File: src/sv/gamepad_input_qualifier_top_assert.svh
// assertion macros shared by the gamepad input qualifier modules
`ifndef GAMEPAD_INPUT_QUALIFIER_TOP_ASSERT_SVH
`define GAMEPAD_INPUT_QUALIFIER_TOP_ASSERT_SVH

// same-cycle implication, clocked on clk_i, off while rst_ni is low
`define GPIQ_ASSERT_IMP(lbl, ante, cons) \
  lbl: assert property (@(posedge clk_i) disable iff (!rst_ni) (ante) |-> (cons)) \
    else $error("gpiq assertion failed");

// next-cycle implication, clocked on clk_i, off while rst_ni is low
`define GPIQ_ASSERT_NXT(lbl, ante, cons) \
  lbl: assert property (@(posedge clk_i) disable iff (!rst_ni) (ante) |=> (cons)) \
    else $error("gpiq assertion failed");

`endif

File: src/sv/gpiq_pkg.sv
// types and constants of the gamepad input qualifier
`default_nettype none

package gpiq_pkg;

  // configuration port
  localparam int unsigned CFG_IDX_W  = 4;
  localparam int unsigned CFG_DATA_W = 16;

  typedef enum logic [CFG_IDX_W-1:0] {
    CFG_NAV_HOLDOFF  = 4'd0,
    CFG_STICK_THR    = 4'd1,
    CFG_TRIG_HOLDOFF = 4'd2,
    CFG_TRIG_THR     = 4'd3
  } cfg_index_e;

  localparam logic [15:0] NAV_HOLDOFF_RST  = 16'd200;
  localparam logic [14:0] STICK_THR_RST    = 15'd16000;
  localparam logic [15:0] TRIG_HOLDOFF_RST = 16'd100;
  localparam logic [9:0]  TRIG_THR_RST     = 10'd100;

  // link state
  typedef enum logic [1:0] {
    LINK_DISCONNECTED = 2'd0,
    LINK_SCANNING     = 2'd1,
    LINK_CONNECTED    = 2'd2,
    LINK_ACTIVE       = 2'd3
  } link_state_e;

  // event codes
  localparam logic [3:0] EV_BTN_A     = 4'd0;
  localparam logic [3:0] EV_NAV_LEFT  = 4'd4;
  localparam logic [3:0] EV_TRIG_R    = 4'd8;
  localparam logic [3:0] EV_TRIG_L    = 4'd9;
  localparam logic [3:0] EV_LINK      = 4'd10;

  // pending event slots, emitted lowest first
  localparam int unsigned NUM_SLOTS   = 11;
  localparam int unsigned SLOT_W      = 4;
  localparam logic [SLOT_W-1:0] SLOT_LINK   = 4'd0;
  localparam logic [SLOT_W-1:0] SLOT_BTN0   = 4'd1;
  localparam logic [SLOT_W-1:0] SLOT_BTN3   = 4'd4;
  localparam logic [SLOT_W-1:0] SLOT_NAV0   = 4'd5;
  localparam logic [SLOT_W-1:0] SLOT_NAV3   = 4'd8;
  localparam logic [SLOT_W-1:0] SLOT_TRIG_R = 4'd9;
  localparam logic [SLOT_W-1:0] SLOT_TRIG_L = 4'd10;

  // haptic kinds
  localparam logic [1:0] HAPTIC_NONE  = 2'd0;
  localparam logic [1:0] HAPTIC_TICK  = 2'd1;
  localparam logic [1:0] HAPTIC_SHORT = 2'd2;

  // arithmetic constants
  localparam logic [15:0] AXIS_FLIP  = 16'h8000;
  localparam logic [9:0]  TRIG_FULL  = 10'd1023;
  localparam logic [4:0]  INT_BASE   = 5'd5;
  localparam int unsigned INT_SPAN   = 25;
  localparam int unsigned QUOT_W     = 5;
  localparam int unsigned DIV_BIT_W  = $clog2(QUOT_W);
  localparam int unsigned NUM_W      = 15;

  // controller states
  typedef enum logic [2:0] {
    ST_IDLE,
    ST_EVAL,
    ST_PLAN,
    ST_DIV_LOAD,
    ST_DIV_STEP,
    ST_EMIT
  } ctrl_state_e;

  // input item
  typedef struct packed {
    logic        link_up;
    logic        first_report_pending;
    logic [31:0] now_ms;
    logic [15:0] stick_x_raw;
    logic [15:0] stick_y_raw;
    logic [9:0]  trig_l_pos;
    logic [9:0]  trig_r_pos;
    logic [3:0]  dpad_bits;
    logic [3:0]  button_bits;
  } in_item_t;

  // result item
  typedef struct packed {
    logic [3:0] event_code;
    logic [4:0] intensity;
    logic [1:0] haptic_kind;
    logic [1:0] link_state_out;
    logic       last_of_run;
  } out_item_t;

  // configuration registers
  typedef struct packed {
    logic [15:0] nav_holdoff_ms;
    logic [14:0] stick_threshold;
    logic [15:0] trigger_holdoff_ms;
    logic [9:0]  trig_thr;
  } cfg_t;

  // controller to datapath
  typedef struct packed {
    logic                 capture;
    logic                 eval;
    logic                 div_load;
    logic                 div_step;
    logic                 div_last;
    logic                 div_sel;
    logic [DIV_BIT_W-1:0] div_bit;
    logic                 emit;
  } dp_cmd_t;

  // datapath to controller
  typedef struct packed {
    logic ev_pending;
    logic ev_last;
    logic fire_r;
    logic fire_l;
    logic out_free;
  } dp_sts_t;

endpackage

`default_nettype wire

File: src/sv/gamepad_input_qualifier_top.sv
// top level of the gamepad input qualifier
//
//  channel  direction  handshake                 payload
//  in       input      in_valid_i / in_ready_o   in_data_i (gpiq_pkg::in_item_t)
//  out      output     out_valid_o / out_ready_i out_data_o (gpiq_pkg::out_item_t)
//  cfg      input      cfg_valid_i / cfg_ready_o cfg_index_i, cfg_data_i
//
// One item at a time: accept, evaluation, planning, then for each trigger that fires a divider
// load plus five divider steps, then the result items through the single output register,
// which emits one result per cycle while the output is not stalled.
// A stalled output holds the sequencer in its emit state; no new item is taken until the
// last result of the current item is in the output register.
// Reset is asynchronous; the link state comes out of reset as scanning, config at defaults.
`default_nettype none

module gamepad_input_qualifier_top #(
  parameter int unsigned TIME_WIDTH = 32
) (
  input  wire logic                             clk_i,
  input  wire logic                             rst_ni,
  input  wire logic                             in_valid_i,
  output logic                                  in_ready_o,
  input  wire gpiq_pkg::in_item_t               in_data_i,
  output logic                                  out_valid_o,
  input  wire logic                             out_ready_i,
  output gpiq_pkg::out_item_t                   out_data_o,
  input  wire logic                             cfg_valid_i,
  output logic                                  cfg_ready_o,
  input  wire logic [gpiq_pkg::CFG_IDX_W-1:0]   cfg_index_i,
  input  wire logic [gpiq_pkg::CFG_DATA_W-1:0]  cfg_data_i
);

  gpiq_pkg::cfg_t    cfg;
  gpiq_pkg::dp_cmd_t cmd;
  gpiq_pkg::dp_sts_t sts;

  // configuration registers
  gpiq_cfg u_cfg (
    .clk_i       (clk_i),
    .rst_ni      (rst_ni),
    .cfg_valid_i (cfg_valid_i),
    .cfg_ready_o (cfg_ready_o),
    .cfg_index_i (cfg_index_i),
    .cfg_data_i  (cfg_data_i),
    .cfg_o       (cfg)
  );

  // sequencer
  gpiq_ctrl u_ctrl (
    .clk_i      (clk_i),
    .rst_ni     (rst_ni),
    .in_valid_i (in_valid_i),
    .in_ready_o (in_ready_o),
    .sts_i      (sts),
    .cmd_o      (cmd)
  );

  // datapath
  gpiq_dp #(
    .TIME_WIDTH (TIME_WIDTH)
  ) u_dp (
    .clk_i       (clk_i),
    .rst_ni      (rst_ni),
    .cmd_i       (cmd),
    .cfg_i       (cfg),
    .in_data_i   (in_data_i),
    .out_ready_i (out_ready_i),
    .sts_o       (sts),
    .out_valid_o (out_valid_o),
    .out_data_o  (out_data_o)
  );

endmodule

`default_nettype wire

File: src/sv/gpiq_cfg.sv
// configuration registers of the gamepad input qualifier
`default_nettype none

module gpiq_cfg (
  input  wire logic                             clk_i,
  input  wire logic                             rst_ni,
  input  wire logic                             cfg_valid_i,
  output logic                                  cfg_ready_o,
  input  wire logic [gpiq_pkg::CFG_IDX_W-1:0]   cfg_index_i,
  input  wire logic [gpiq_pkg::CFG_DATA_W-1:0]  cfg_data_i,
  output gpiq_pkg::cfg_t                        cfg_o
);

  gpiq_pkg::cfg_t cfg_q;

  // writes are always taken
  assign cfg_ready_o = 1'b1;

  // register file, masked to each register width
  always_ff @(posedge clk_i or negedge rst_ni) begin
    if (!rst_ni) begin
      cfg_q.nav_holdoff_ms     <= gpiq_pkg::NAV_HOLDOFF_RST;
      cfg_q.stick_threshold    <= gpiq_pkg::STICK_THR_RST;
      cfg_q.trigger_holdoff_ms <= gpiq_pkg::TRIG_HOLDOFF_RST;
      cfg_q.trig_thr           <= gpiq_pkg::TRIG_THR_RST;
    end else if (cfg_valid_i) begin
      case (cfg_index_i)
        gpiq_pkg::CFG_NAV_HOLDOFF:  cfg_q.nav_holdoff_ms     <= cfg_data_i[15:0];
        gpiq_pkg::CFG_STICK_THR:    cfg_q.stick_threshold    <= cfg_data_i[14:0];
        gpiq_pkg::CFG_TRIG_HOLDOFF: cfg_q.trigger_holdoff_ms <= cfg_data_i[15:0];
        gpiq_pkg::CFG_TRIG_THR:     cfg_q.trig_thr           <= cfg_data_i[9:0];
        default: ;
      endcase
    end
  end

  assign cfg_o = cfg_q;

endmodule

`default_nettype wire

File: src/sv/gpiq_ctrl.sv
// sequencing controller of the gamepad input qualifier
`default_nettype none
`include "gamepad_input_qualifier_top_assert.svh"

module gpiq_ctrl (
  input  wire logic              clk_i,
  input  wire logic              rst_ni,
  input  wire logic              in_valid_i,
  output logic                   in_ready_o,
  input  wire gpiq_pkg::dp_sts_t sts_i,
  output gpiq_pkg::dp_cmd_t      cmd_o
);

  gpiq_pkg::ctrl_state_e               state_q, state_d;
  logic [gpiq_pkg::DIV_BIT_W-1:0]      cnt_q, cnt_d;
  logic                                sel_q, sel_d;
  logic                                div_end, div_exit;

  // state registers
  always_ff @(posedge clk_i or negedge rst_ni) begin
    if (!rst_ni) begin
      state_q <= gpiq_pkg::ST_IDLE;
      cnt_q   <= '0;
      sel_q   <= 1'b0;
    end else begin
      state_q <= state_d;
      cnt_q   <= cnt_d;
      sel_q   <= sel_d;
    end
  end

  // next state and commands
  always_comb begin
    state_d      = state_q;
    cnt_d        = cnt_q;
    sel_d        = sel_q;
    in_ready_o   = 1'b0;
    cmd_o        = '0;
    cmd_o.div_sel = sel_q;
    cmd_o.div_bit = cnt_q;
    case (state_q)
      gpiq_pkg::ST_IDLE: begin
        in_ready_o = 1'b1;
        if (in_valid_i) begin
          cmd_o.capture = 1'b1;
          state_d       = gpiq_pkg::ST_EVAL;
        end
      end
      gpiq_pkg::ST_EVAL: begin
        cmd_o.eval = 1'b1;
        state_d    = gpiq_pkg::ST_PLAN;
      end
      gpiq_pkg::ST_PLAN: begin
        if (sts_i.fire_r) begin
          sel_d   = 1'b0;
          state_d = gpiq_pkg::ST_DIV_LOAD;
        end else if (sts_i.fire_l) begin
          sel_d   = 1'b1;
          state_d = gpiq_pkg::ST_DIV_LOAD;
        end else begin
          state_d = gpiq_pkg::ST_EMIT;
        end
      end
      gpiq_pkg::ST_DIV_LOAD: begin
        cmd_o.div_load = 1'b1;
        cnt_d          = gpiq_pkg::DIV_BIT_W'(gpiq_pkg::QUOT_W - 1);
        state_d        = gpiq_pkg::ST_DIV_STEP;
      end
      gpiq_pkg::ST_DIV_STEP: begin
        cmd_o.div_step = 1'b1;
        cmd_o.div_last = (cnt_q == '0);
        if (cnt_q == '0) begin
          if (!sel_q && sts_i.fire_l) begin
            sel_d   = 1'b1;
            state_d = gpiq_pkg::ST_DIV_LOAD;
          end else begin
            state_d = gpiq_pkg::ST_EMIT;
          end
        end else begin
          cnt_d = cnt_q - 1'b1;
        end
      end
      gpiq_pkg::ST_EMIT: begin
        if (!sts_i.ev_pending) begin
          state_d = gpiq_pkg::ST_IDLE;
        end else if (sts_i.out_free) begin
          cmd_o.emit = 1'b1;
          if (sts_i.ev_last) begin
            state_d = gpiq_pkg::ST_IDLE;
          end
        end
      end
      default: begin
        state_d = gpiq_pkg::ST_IDLE;
      end
    endcase
  end

  // last divider step and the states that may follow it
  assign div_end  = (state_q == gpiq_pkg::ST_DIV_STEP) && (cnt_q == '0);
  assign div_exit = (state_q == gpiq_pkg::ST_DIV_LOAD) || (state_q == gpiq_pkg::ST_EMIT);

  // checks
  `GPIQ_ASSERT_IMP(a_idle_no_pending, state_q == gpiq_pkg::ST_IDLE, !sts_i.ev_pending)
  `GPIQ_ASSERT_IMP(a_emit_needs_slot, cmd_o.emit, sts_i.out_free)
  `GPIQ_ASSERT_NXT(a_div_done, div_end, div_exit)

endmodule

`default_nettype wire

File: src/sv/gpiq_dp.sv
// datapath of the gamepad input qualifier: state, event mask, divider, output register
`default_nettype none
`include "gamepad_input_qualifier_top_assert.svh"

module gpiq_dp #(
  parameter int unsigned TIME_WIDTH = 32
) (
  input  wire logic                 clk_i,
  input  wire logic                 rst_ni,
  input  wire gpiq_pkg::dp_cmd_t    cmd_i,
  input  wire gpiq_pkg::cfg_t       cfg_i,
  input  wire gpiq_pkg::in_item_t   in_data_i,
  input  wire logic                 out_ready_i,
  output gpiq_pkg::dp_sts_t         sts_o,
  output logic                      out_valid_o,
  output gpiq_pkg::out_item_t       out_data_o
);

  localparam int unsigned NOW_EXT_W = (TIME_WIDTH > 32) ? TIME_WIDTH : 32;

  // directions held: bit0 left, bit1 right, bit2 up, bit3 down
  function automatic logic [3:0] nav_held(input logic [15:0] sx, input logic [15:0] sy,
                                          input logic [3:0] dpad, input logic [14:0] thr);
    logic signed [16:0] ax;
    logic signed [16:0] ay;
    logic signed [16:0] tp;
    logic signed [16:0] tn;
    logic [3:0]         m;
    ax   = signed'({sx[15], sx});
    ay   = signed'({sy[15], sy});
    tp   = signed'({2'b00, thr});
    tn   = -tp;
    m[0] = (ax < tn) || dpad[0];
    m[1] = (ax > tp) || dpad[1];
    m[2] = (ay < tn) || dpad[2];
    m[3] = (ay > tp) || dpad[3];
    return m;
  endfunction

  gpiq_pkg::in_item_t                item_q;
  gpiq_pkg::link_state_e             link_q, link_nx;
  logic [3:0]                        prev_btn_q;
  logic [15:0]                       prev_sx_q, prev_sy_q;
  logic [3:0]                        prev_dpad_q;
  logic [TIME_WIDTH-1:0]             nav_time_q, trig_time_q;
  logic [gpiq_pkg::NUM_SLOTS-1:0]    mask_q, mask_nx;
  logic [gpiq_pkg::NUM_W-1:0]        rem_q;
  logic [gpiq_pkg::QUOT_W-1:0]       quot_q, quot_nx;
  logic [4:0]                        int_r_q, int_l_q;
  logic                              out_valid_q;
  gpiq_pkg::out_item_t               out_q;

  logic                              link_chg, active;
  logic [NOW_EXT_W-1:0]              now_ext;
  logic [TIME_WIDTH-1:0]             now_t;
  logic                              nav_ok, trig_ok;
  logic [15:0]                       sx, sy;
  logic [3:0]                        btn_rise, nav_cur, nav_was, nav_rise;
  logic                              fire_r, fire_l;
  logic [9:0]                        trig_v, trig_diff, div_d;
  logic [gpiq_pkg::NUM_W-1:0]        num, div_sh;
  logic                              div_ge;
  logic [gpiq_pkg::SLOT_W-1:0]       slot;
  gpiq_pkg::out_item_t               res;

  // link update
  always_comb begin
    link_nx  = link_q;
    link_chg = 1'b0;
    if (item_q.link_up) begin
      if ((link_q != gpiq_pkg::LINK_ACTIVE) && !item_q.first_report_pending) begin
        link_nx  = gpiq_pkg::LINK_ACTIVE;
        link_chg = 1'b1;
      end else if ((link_q == gpiq_pkg::LINK_DISCONNECTED) ||
                   (link_q == gpiq_pkg::LINK_SCANNING)) begin
        link_nx  = gpiq_pkg::LINK_CONNECTED;
        link_chg = 1'b1;
      end
    end else if ((link_q == gpiq_pkg::LINK_CONNECTED) || (link_q == gpiq_pkg::LINK_ACTIVE)) begin
      link_nx  = gpiq_pkg::LINK_SCANNING;
      link_chg = 1'b1;
    end
  end

  // report qualification
  assign active   = item_q.link_up && (link_nx == gpiq_pkg::LINK_ACTIVE);
  assign now_ext  = NOW_EXT_W'(item_q.now_ms);
  assign now_t    = now_ext[TIME_WIDTH-1:0];
  assign nav_ok   = (now_t - nav_time_q) > TIME_WIDTH'(cfg_i.nav_holdoff_ms);
  assign trig_ok  = (now_t - trig_time_q) > TIME_WIDTH'(cfg_i.trigger_holdoff_ms);
  assign sx       = item_q.stick_x_raw ^ gpiq_pkg::AXIS_FLIP;
  assign sy       = item_q.stick_y_raw ^ gpiq_pkg::AXIS_FLIP;
  assign btn_rise = item_q.button_bits & ~prev_btn_q;
  assign nav_cur  = nav_held(sx, sy, item_q.dpad_bits, cfg_i.stick_threshold);
  assign nav_was  = nav_held(prev_sx_q, prev_sy_q, prev_dpad_q, cfg_i.stick_threshold);
  assign nav_rise = nav_ok ? (nav_cur & ~nav_was) : 4'b0000;
  assign fire_r   = trig_ok && (item_q.trig_r_pos > cfg_i.trig_thr);
  assign fire_l   = trig_ok && (item_q.trig_l_pos > cfg_i.trig_thr);
  assign mask_nx  = {({fire_l, fire_r, nav_rise, btn_rise} & {10{active}}), link_chg};

  // item capture
  always_ff @(posedge clk_i) begin
    if (cmd_i.capture) begin
      item_q <= in_data_i;
    end
  end

  // qualifier state and pending event mask
  always_ff @(posedge clk_i or negedge rst_ni) begin
    if (!rst_ni) begin
      link_q      <= gpiq_pkg::LINK_SCANNING;
      prev_btn_q  <= '0;
      prev_sx_q   <= '0;
      prev_sy_q   <= '0;
      prev_dpad_q <= '0;
      nav_time_q  <= '0;
      trig_time_q <= '0;
      mask_q      <= '0;
    end else if (cmd_i.eval) begin
      link_q <= link_nx;
      mask_q <= mask_nx;
      if (active) begin
        prev_btn_q  <= item_q.button_bits;
        prev_sx_q   <= sx;
        prev_sy_q   <= sy;
        prev_dpad_q <= item_q.dpad_bits;
        if (nav_rise != 4'b0000) begin
          nav_time_q <= now_t;
        end
        if (fire_r || fire_l) begin
          trig_time_q <= now_t;
        end
      end
    end else if (cmd_i.emit) begin
      // retire the lowest pending slot
      mask_q <= mask_q & (mask_q - 1'b1);
    end
  end

  // trigger intensity divider, one quotient bit per step
  assign trig_v    = cmd_i.div_sel ? item_q.trig_l_pos : item_q.trig_r_pos;
  assign trig_diff = trig_v - cfg_i.trig_thr;
  assign num       = gpiq_pkg::NUM_W'(trig_diff) * gpiq_pkg::NUM_W'(gpiq_pkg::INT_SPAN);
  assign div_d     = gpiq_pkg::TRIG_FULL - cfg_i.trig_thr;
  assign div_sh    = gpiq_pkg::NUM_W'(div_d) << cmd_i.div_bit;
  assign div_ge    = rem_q >= div_sh;
  assign quot_nx   = quot_q | (gpiq_pkg::QUOT_W'(div_ge) << cmd_i.div_bit);

  always_ff @(posedge clk_i) begin
    if (cmd_i.div_load) begin
      rem_q  <= num;
      quot_q <= '0;
    end else if (cmd_i.div_step) begin
      if (div_ge) begin
        rem_q <= rem_q - div_sh;
      end
      quot_q <= quot_nx;
      if (cmd_i.div_last) begin
        if (cmd_i.div_sel) begin
          int_l_q <= quot_nx + gpiq_pkg::INT_BASE;
        end else begin
          int_r_q <= quot_nx + gpiq_pkg::INT_BASE;
        end
      end
    end
  end

  // lowest pending slot
  always_comb begin
    slot = '0;
    for (int i = gpiq_pkg::NUM_SLOTS - 1; i >= 0; i--) begin
      if (mask_q[i]) begin
        slot = gpiq_pkg::SLOT_W'(i);
      end
    end
  end

  // result formatting
  always_comb begin
    res                = '0;
    res.link_state_out = link_q;
    res.last_of_run    = (mask_q & (mask_q - 1'b1)) == '0;
    case (slot) inside
      gpiq_pkg::SLOT_LINK: begin
        res.event_code = gpiq_pkg::EV_LINK;
      end
      [gpiq_pkg::SLOT_BTN0:gpiq_pkg::SLOT_BTN3]: begin
        res.event_code  = slot - gpiq_pkg::SLOT_BTN0 + gpiq_pkg::EV_BTN_A;
        res.haptic_kind = gpiq_pkg::HAPTIC_SHORT;
      end
      [gpiq_pkg::SLOT_NAV0:gpiq_pkg::SLOT_NAV3]: begin
        res.event_code  = slot - gpiq_pkg::SLOT_NAV0 + gpiq_pkg::EV_NAV_LEFT;
        res.haptic_kind = gpiq_pkg::HAPTIC_TICK;
      end
      gpiq_pkg::SLOT_TRIG_R: begin
        res.event_code = gpiq_pkg::EV_TRIG_R;
        res.intensity  = int_r_q;
      end
      gpiq_pkg::SLOT_TRIG_L: begin
        res.event_code = gpiq_pkg::EV_TRIG_L;
        res.intensity  = int_l_q;
      end
      default: begin
        res.event_code = gpiq_pkg::EV_LINK;
      end
    endcase
  end

  // output register
  always_ff @(posedge clk_i or negedge rst_ni) begin
    if (!rst_ni) begin
      out_valid_q <= 1'b0;
    end else if (cmd_i.emit) begin
      out_valid_q <= 1'b1;
    end else if (out_ready_i) begin
      out_valid_q <= 1'b0;
    end
  end

  always_ff @(posedge clk_i) begin
    if (cmd_i.emit) begin
      out_q <= res;
    end
  end

  assign out_valid_o      = out_valid_q;
  assign out_data_o       = out_q;
  assign sts_o.ev_pending = mask_q != '0;
  assign sts_o.ev_last    = (mask_q != '0) && ((mask_q & (mask_q - 1'b1)) == '0);
  assign sts_o.fire_r     = mask_q[gpiq_pkg::SLOT_TRIG_R];
  assign sts_o.fire_l     = mask_q[gpiq_pkg::SLOT_TRIG_L];
  assign sts_o.out_free   = !out_valid_q || out_ready_i;

  // checks
  `GPIQ_ASSERT_NXT(a_last_clears_mask, cmd_i.emit && sts_o.ev_last, mask_q == '0)

endmodule

`default_nettype wire
File: config.mk
export PLATFORM = sky130hd
export DESIGN_NAME = gamepad_input_qualifier_top
export DESIGN_NICKNAME = d
export VERILOG_FILES = /design/src/sv/gpiq_pkg.sv /design/src/sv/gamepad_input_qualifier_top.sv /design/src/sv/gpiq_cfg.sv /design/src/sv/gpiq_ctrl.sv /design/src/sv/gpiq_dp.sv
export VERILOG_INCLUDE_DIRS = /design/src /design/src/sv
export SDC_FILE = /design/constraint.sdc
export NUM_CORES = 1
export LEC_CHECK = 0
export ABC_AREA = 0
export BUFFER_PORTS_ARGS = -buffer_cell sky130_fd_sc_hd__buf_4
export CORE_MARGIN = 2
export CORE_UTILIZATION = 42
export DETAILED_ROUTE_END_ITERATION = 12
export PLACE_DENSITY = 0.56
export SETUP_SLACK_MARGIN = 0.1
export SKIP_CTS_REPAIR_TIMING = 1
export SYNTH_ARGS = -nofsm -noshare
export SYNTH_HDL_FRONTEND = slang
export SYNTH_SLANG_ARGS = --single-unit
File: constraint.sdc
create_clock -name clk_i -period 6.2 [get_ports clk_i]
set_clock_uncertainty 0.2 [all_clocks]
set_input_delay 1.24 -clock clk_i [delete_from_list [all_inputs] [get_ports clk_i]]
set_output_delay 1.24 -clock clk_i [all_outputs]
set_load 0.01 [all_outputs]
==> results.ini <==
[timing]
worstMarginPinSlew_ns=0.975
min_period_ns=5.57
post-route-period-util_pct=89.9
tns_ns=0
relSlewSlack_pct=34.0
grt_setup_unrepaired=false
setup_viol_count_final=0
hold_viol_final=0
max_freq_ghz=0.179
slew_viol_final=0

[synthesis]
syn-num-nets=3126
synth_top_family_by_area=compound AO/OA/AOI/OAI gates
synthAdderAreaFrac_pct=16.5
synth_common_cells=nand2_1 (313), ha_1 (303), a21oi_1 (204)
ys_types=86
synthFlopType=dfrtp_1
yosysMostFrequentCell=nand2_1
yosys.area.top_type_share_pct=17.1
async_flop_share_pct=56.9
synthCells=2695
synth_compound_area_share_pct=19.9
yosys_warnings=0
yosysSeqAreaShare_pct=35.7
yosys.area_share.simple_pct=16.0
synth-seq-cells=320
synth_edf_count=133
ys_top_cells_by_area=dfrtp_1 (17%), edfxtp_1 (16%), ha_1 (16%)
synth_xor_area_share_pct=2.60
syn_avg_cell_area_um2=9.00
synth.area.mux_share_pct=4.03
syn_area_um2=24300
synth_top_area_cell=dfrtp_1

[global_route]
grt_pass1_wl_mm=114
grt_max_degree=127
antenna_found_initial=1
grt_overflow=0
grt_pass1_vias=20200
groute.usage.overall_pct=24.0

[clocking]
worstSkewPairLatency_ns=0.59
cts_made_buffers=41
clk_pin_slew_worst_paths_ns=0.06
htree_num_levels=2
cts_tree=built
cts.sinks=320
cts_buffer_depth=3
clockRootBuffer=clkbuf_16

[floorplanning]
start_util_pct=42.3
rows=88
core_area_um2=57400
die-area_um2=59700
num_io_pins=136
die_x_um=244
die_height_um=244

[critical_path]
crit_required_ns=6.43
critPathMaxFanout=19
cp.arrival_ns=5.81
start_kind=flip-flop
cp-end-kind=flip-flop
critical_path_class=flip-flop to flip-flop

[route]
viasPerCell=5.77
wl_per_cell_um=20.3
first_iter_violations=1601
vias=20700
drt-total-wl_mm=72.5
dr.pass1.iters=5
ant_nets=0
drcViolationCount=0

[outcome]
status=complete, no violations

[final_layout]
syn_to_final_growth_pct=13.2
final_util_pct=47.9
drive_gt1_share_pct=11.9
nets=3213
stdcell_area_um2=27500
final_cells=3580
n_fill_cell=5500

[worst_hold_path]
min_path_type=flip-flop to flip-flop

[place]
placed_cells=3504
numPortBuffers=134
place_hpwl_mm=54.9
place_area_um2=26000
routabilityCongestion=0.936

[pwr]
p_total_mw=17.0
p_int_mw=8.95
swShare_pct=47.3
switchingPower_mw=8.03
pwr-share-seq_pct=22.0
p_comb_share_pct=63.1
power_density_nw_per_um2=618
pwr-share-clk_pct=14.9
cellLeakagePower_nw=12.2
vdd_drop_max_mv=0.516

[run]
drv_cap=0

## metal layers
layer  GRT usage (%)  routed length [µm]  vias to the layer above
met2            39.8               33800                      525
li1                -                   -                    10000
met1            32.8               33200                    10000
met4            7.07                2020                        0
met3            3.18                3490                       98
met5               0                   0                        -
## cell families (layout without fill, tap and decap cells)
kind of cell / Yosys count / in the layout
AO/OA/AOI/OAI: 742 / 742
other: 1 / 2
adder cells (fa/ha/maj): 314 / 314
multiplexers: 88 / 88
buffers and inverters: 324 / 443
XOR/XNOR: 72 / 72
flip-flops: 320 / 320
AND/OR/NAND/NOR: 834 / 834
## cell usage in the layout, fill, tap and decap left out, types with 54 or more instances in the layout
master      n
nand2_1   313
ha_1      303
a21oi_1   203
inv_1     199
nor2_1    182
dfrtp_1   166
o21ai_0   162
buf_4     161
edfxtp_1  133
nand3_1    97
a21o_1     54
## path summary, 6_finish.rpt
kind | start | endpoint | slack (ns) | cells after the start
max | u_dp.now_ext[0] | u_dp.mask_q[10] | 0.63 | 22
min | u_dp.prev_btn_q[1] | u_dp.prev_btn_q[1] | 0.27 | 2
max reg2reg | u_dp.now_ext[0] | u_dp.mask_q[10] | 0.63 | 22
min reg2reg | u_dp.prev_btn_q[1] | u_dp.prev_btn_q[1] | 0.27 | 2
max in group asynchronous | rst_ni | u_ctrl.cnt_q[2] | 4.26 | 2
min in group asynchronous | rst_ni | u_dp.nav_time_q[26] | 0.49 | 1
## area by class of cell
cell class / instances / area [µm²] / share of cell area (%)
antenna: 1 / 2.50 / 0.00911
clock buffer: 47 / 1080 / 3.93
clock inverter: 28 / 328 / 1.19
inverter: 202 / 758 / 2.76
multi-input combinational: 2051 / 14400 / 52.3
sequential: 320 / 8670 / 31.6
tap: 765 / 957 / 3.49
timing repair buffer: 166 / 1300 / 4.74
## critical path: stages (launching register included)
cell and delay [ns]:
edfxtp_1 0.41, inv_1 0.13, ha_1 0.18, inv_1 0.05
fa_1 0.41, a21oi_1 0.28, o221ai_1 0.29, a31o_2 0.36
nand2b_1 0.08, nand2_1 0.06, xor2_1 0.20, ha_1 0.30
a21oi_1 0.16, nand2_1 0.06, a21oi_1 0.12, nor4b_1 0.37
o221ai_1 0.29, a2111oi_0 0.34, o2111a_1 0.27, buf_4 0.26
and2_0 0.20, buf_4 0.24, o21ai_0 0.14
## flip-flops by register name, summed over array words and instances (netlist names), 2 cells and up
signal,flops
u_dp.item_q,62
u_dp.now_ext,32
u_dp.prev_sy_q,16
u_dp.mask_q,11
u_dp.prev_sx_q,16
u_dp.int_l_q,5
u_ctrl.state_q,3
u_dp.int_r_q,5
u_ctrl.cnt_q,3
u_cfg.cfg_o,57
u_dp.link_q,2
u_dp.prev_dpad_q,4
u_dp.quot_q,5
u_dp.out_data_o,14
u_dp.nav_time_q,32
u_dp.trig_time_q,32
u_dp.rem_q,15
u_dp.prev_btn_q,4
## power by group through the flow
stage | registers [mW] | logic, mW | clock network [mW]
finish | 3.74 | 10.7 | 2.53
global route | 3.82 | 12.1 | 2.67
CTS | 3.73 | 10.7 | 2.59
detailed placement | 3.76 | 10.6 | 0
global placement | 3.74 | 10.4 | 0
floorplan | 3.51 | 8.09 | 0
## stage by stage
| stage | hold slack, ns | worst slack, ns |
|---|---|---|
| 6_report | 0.268 | 0.626 |
| 5_1_grt | 0.305 | 0.163 |
| 4_1_cts | 0.273 | 0.618 |
| 3_5_place_dp | 0.258 | 0.624 |
| 3_3_place_gp | 0.249 | 0.731 |
| 2_1_floorplan | 0.237 | 0.897 |
No activity file was read; power rests on OpenSTA's default activity.
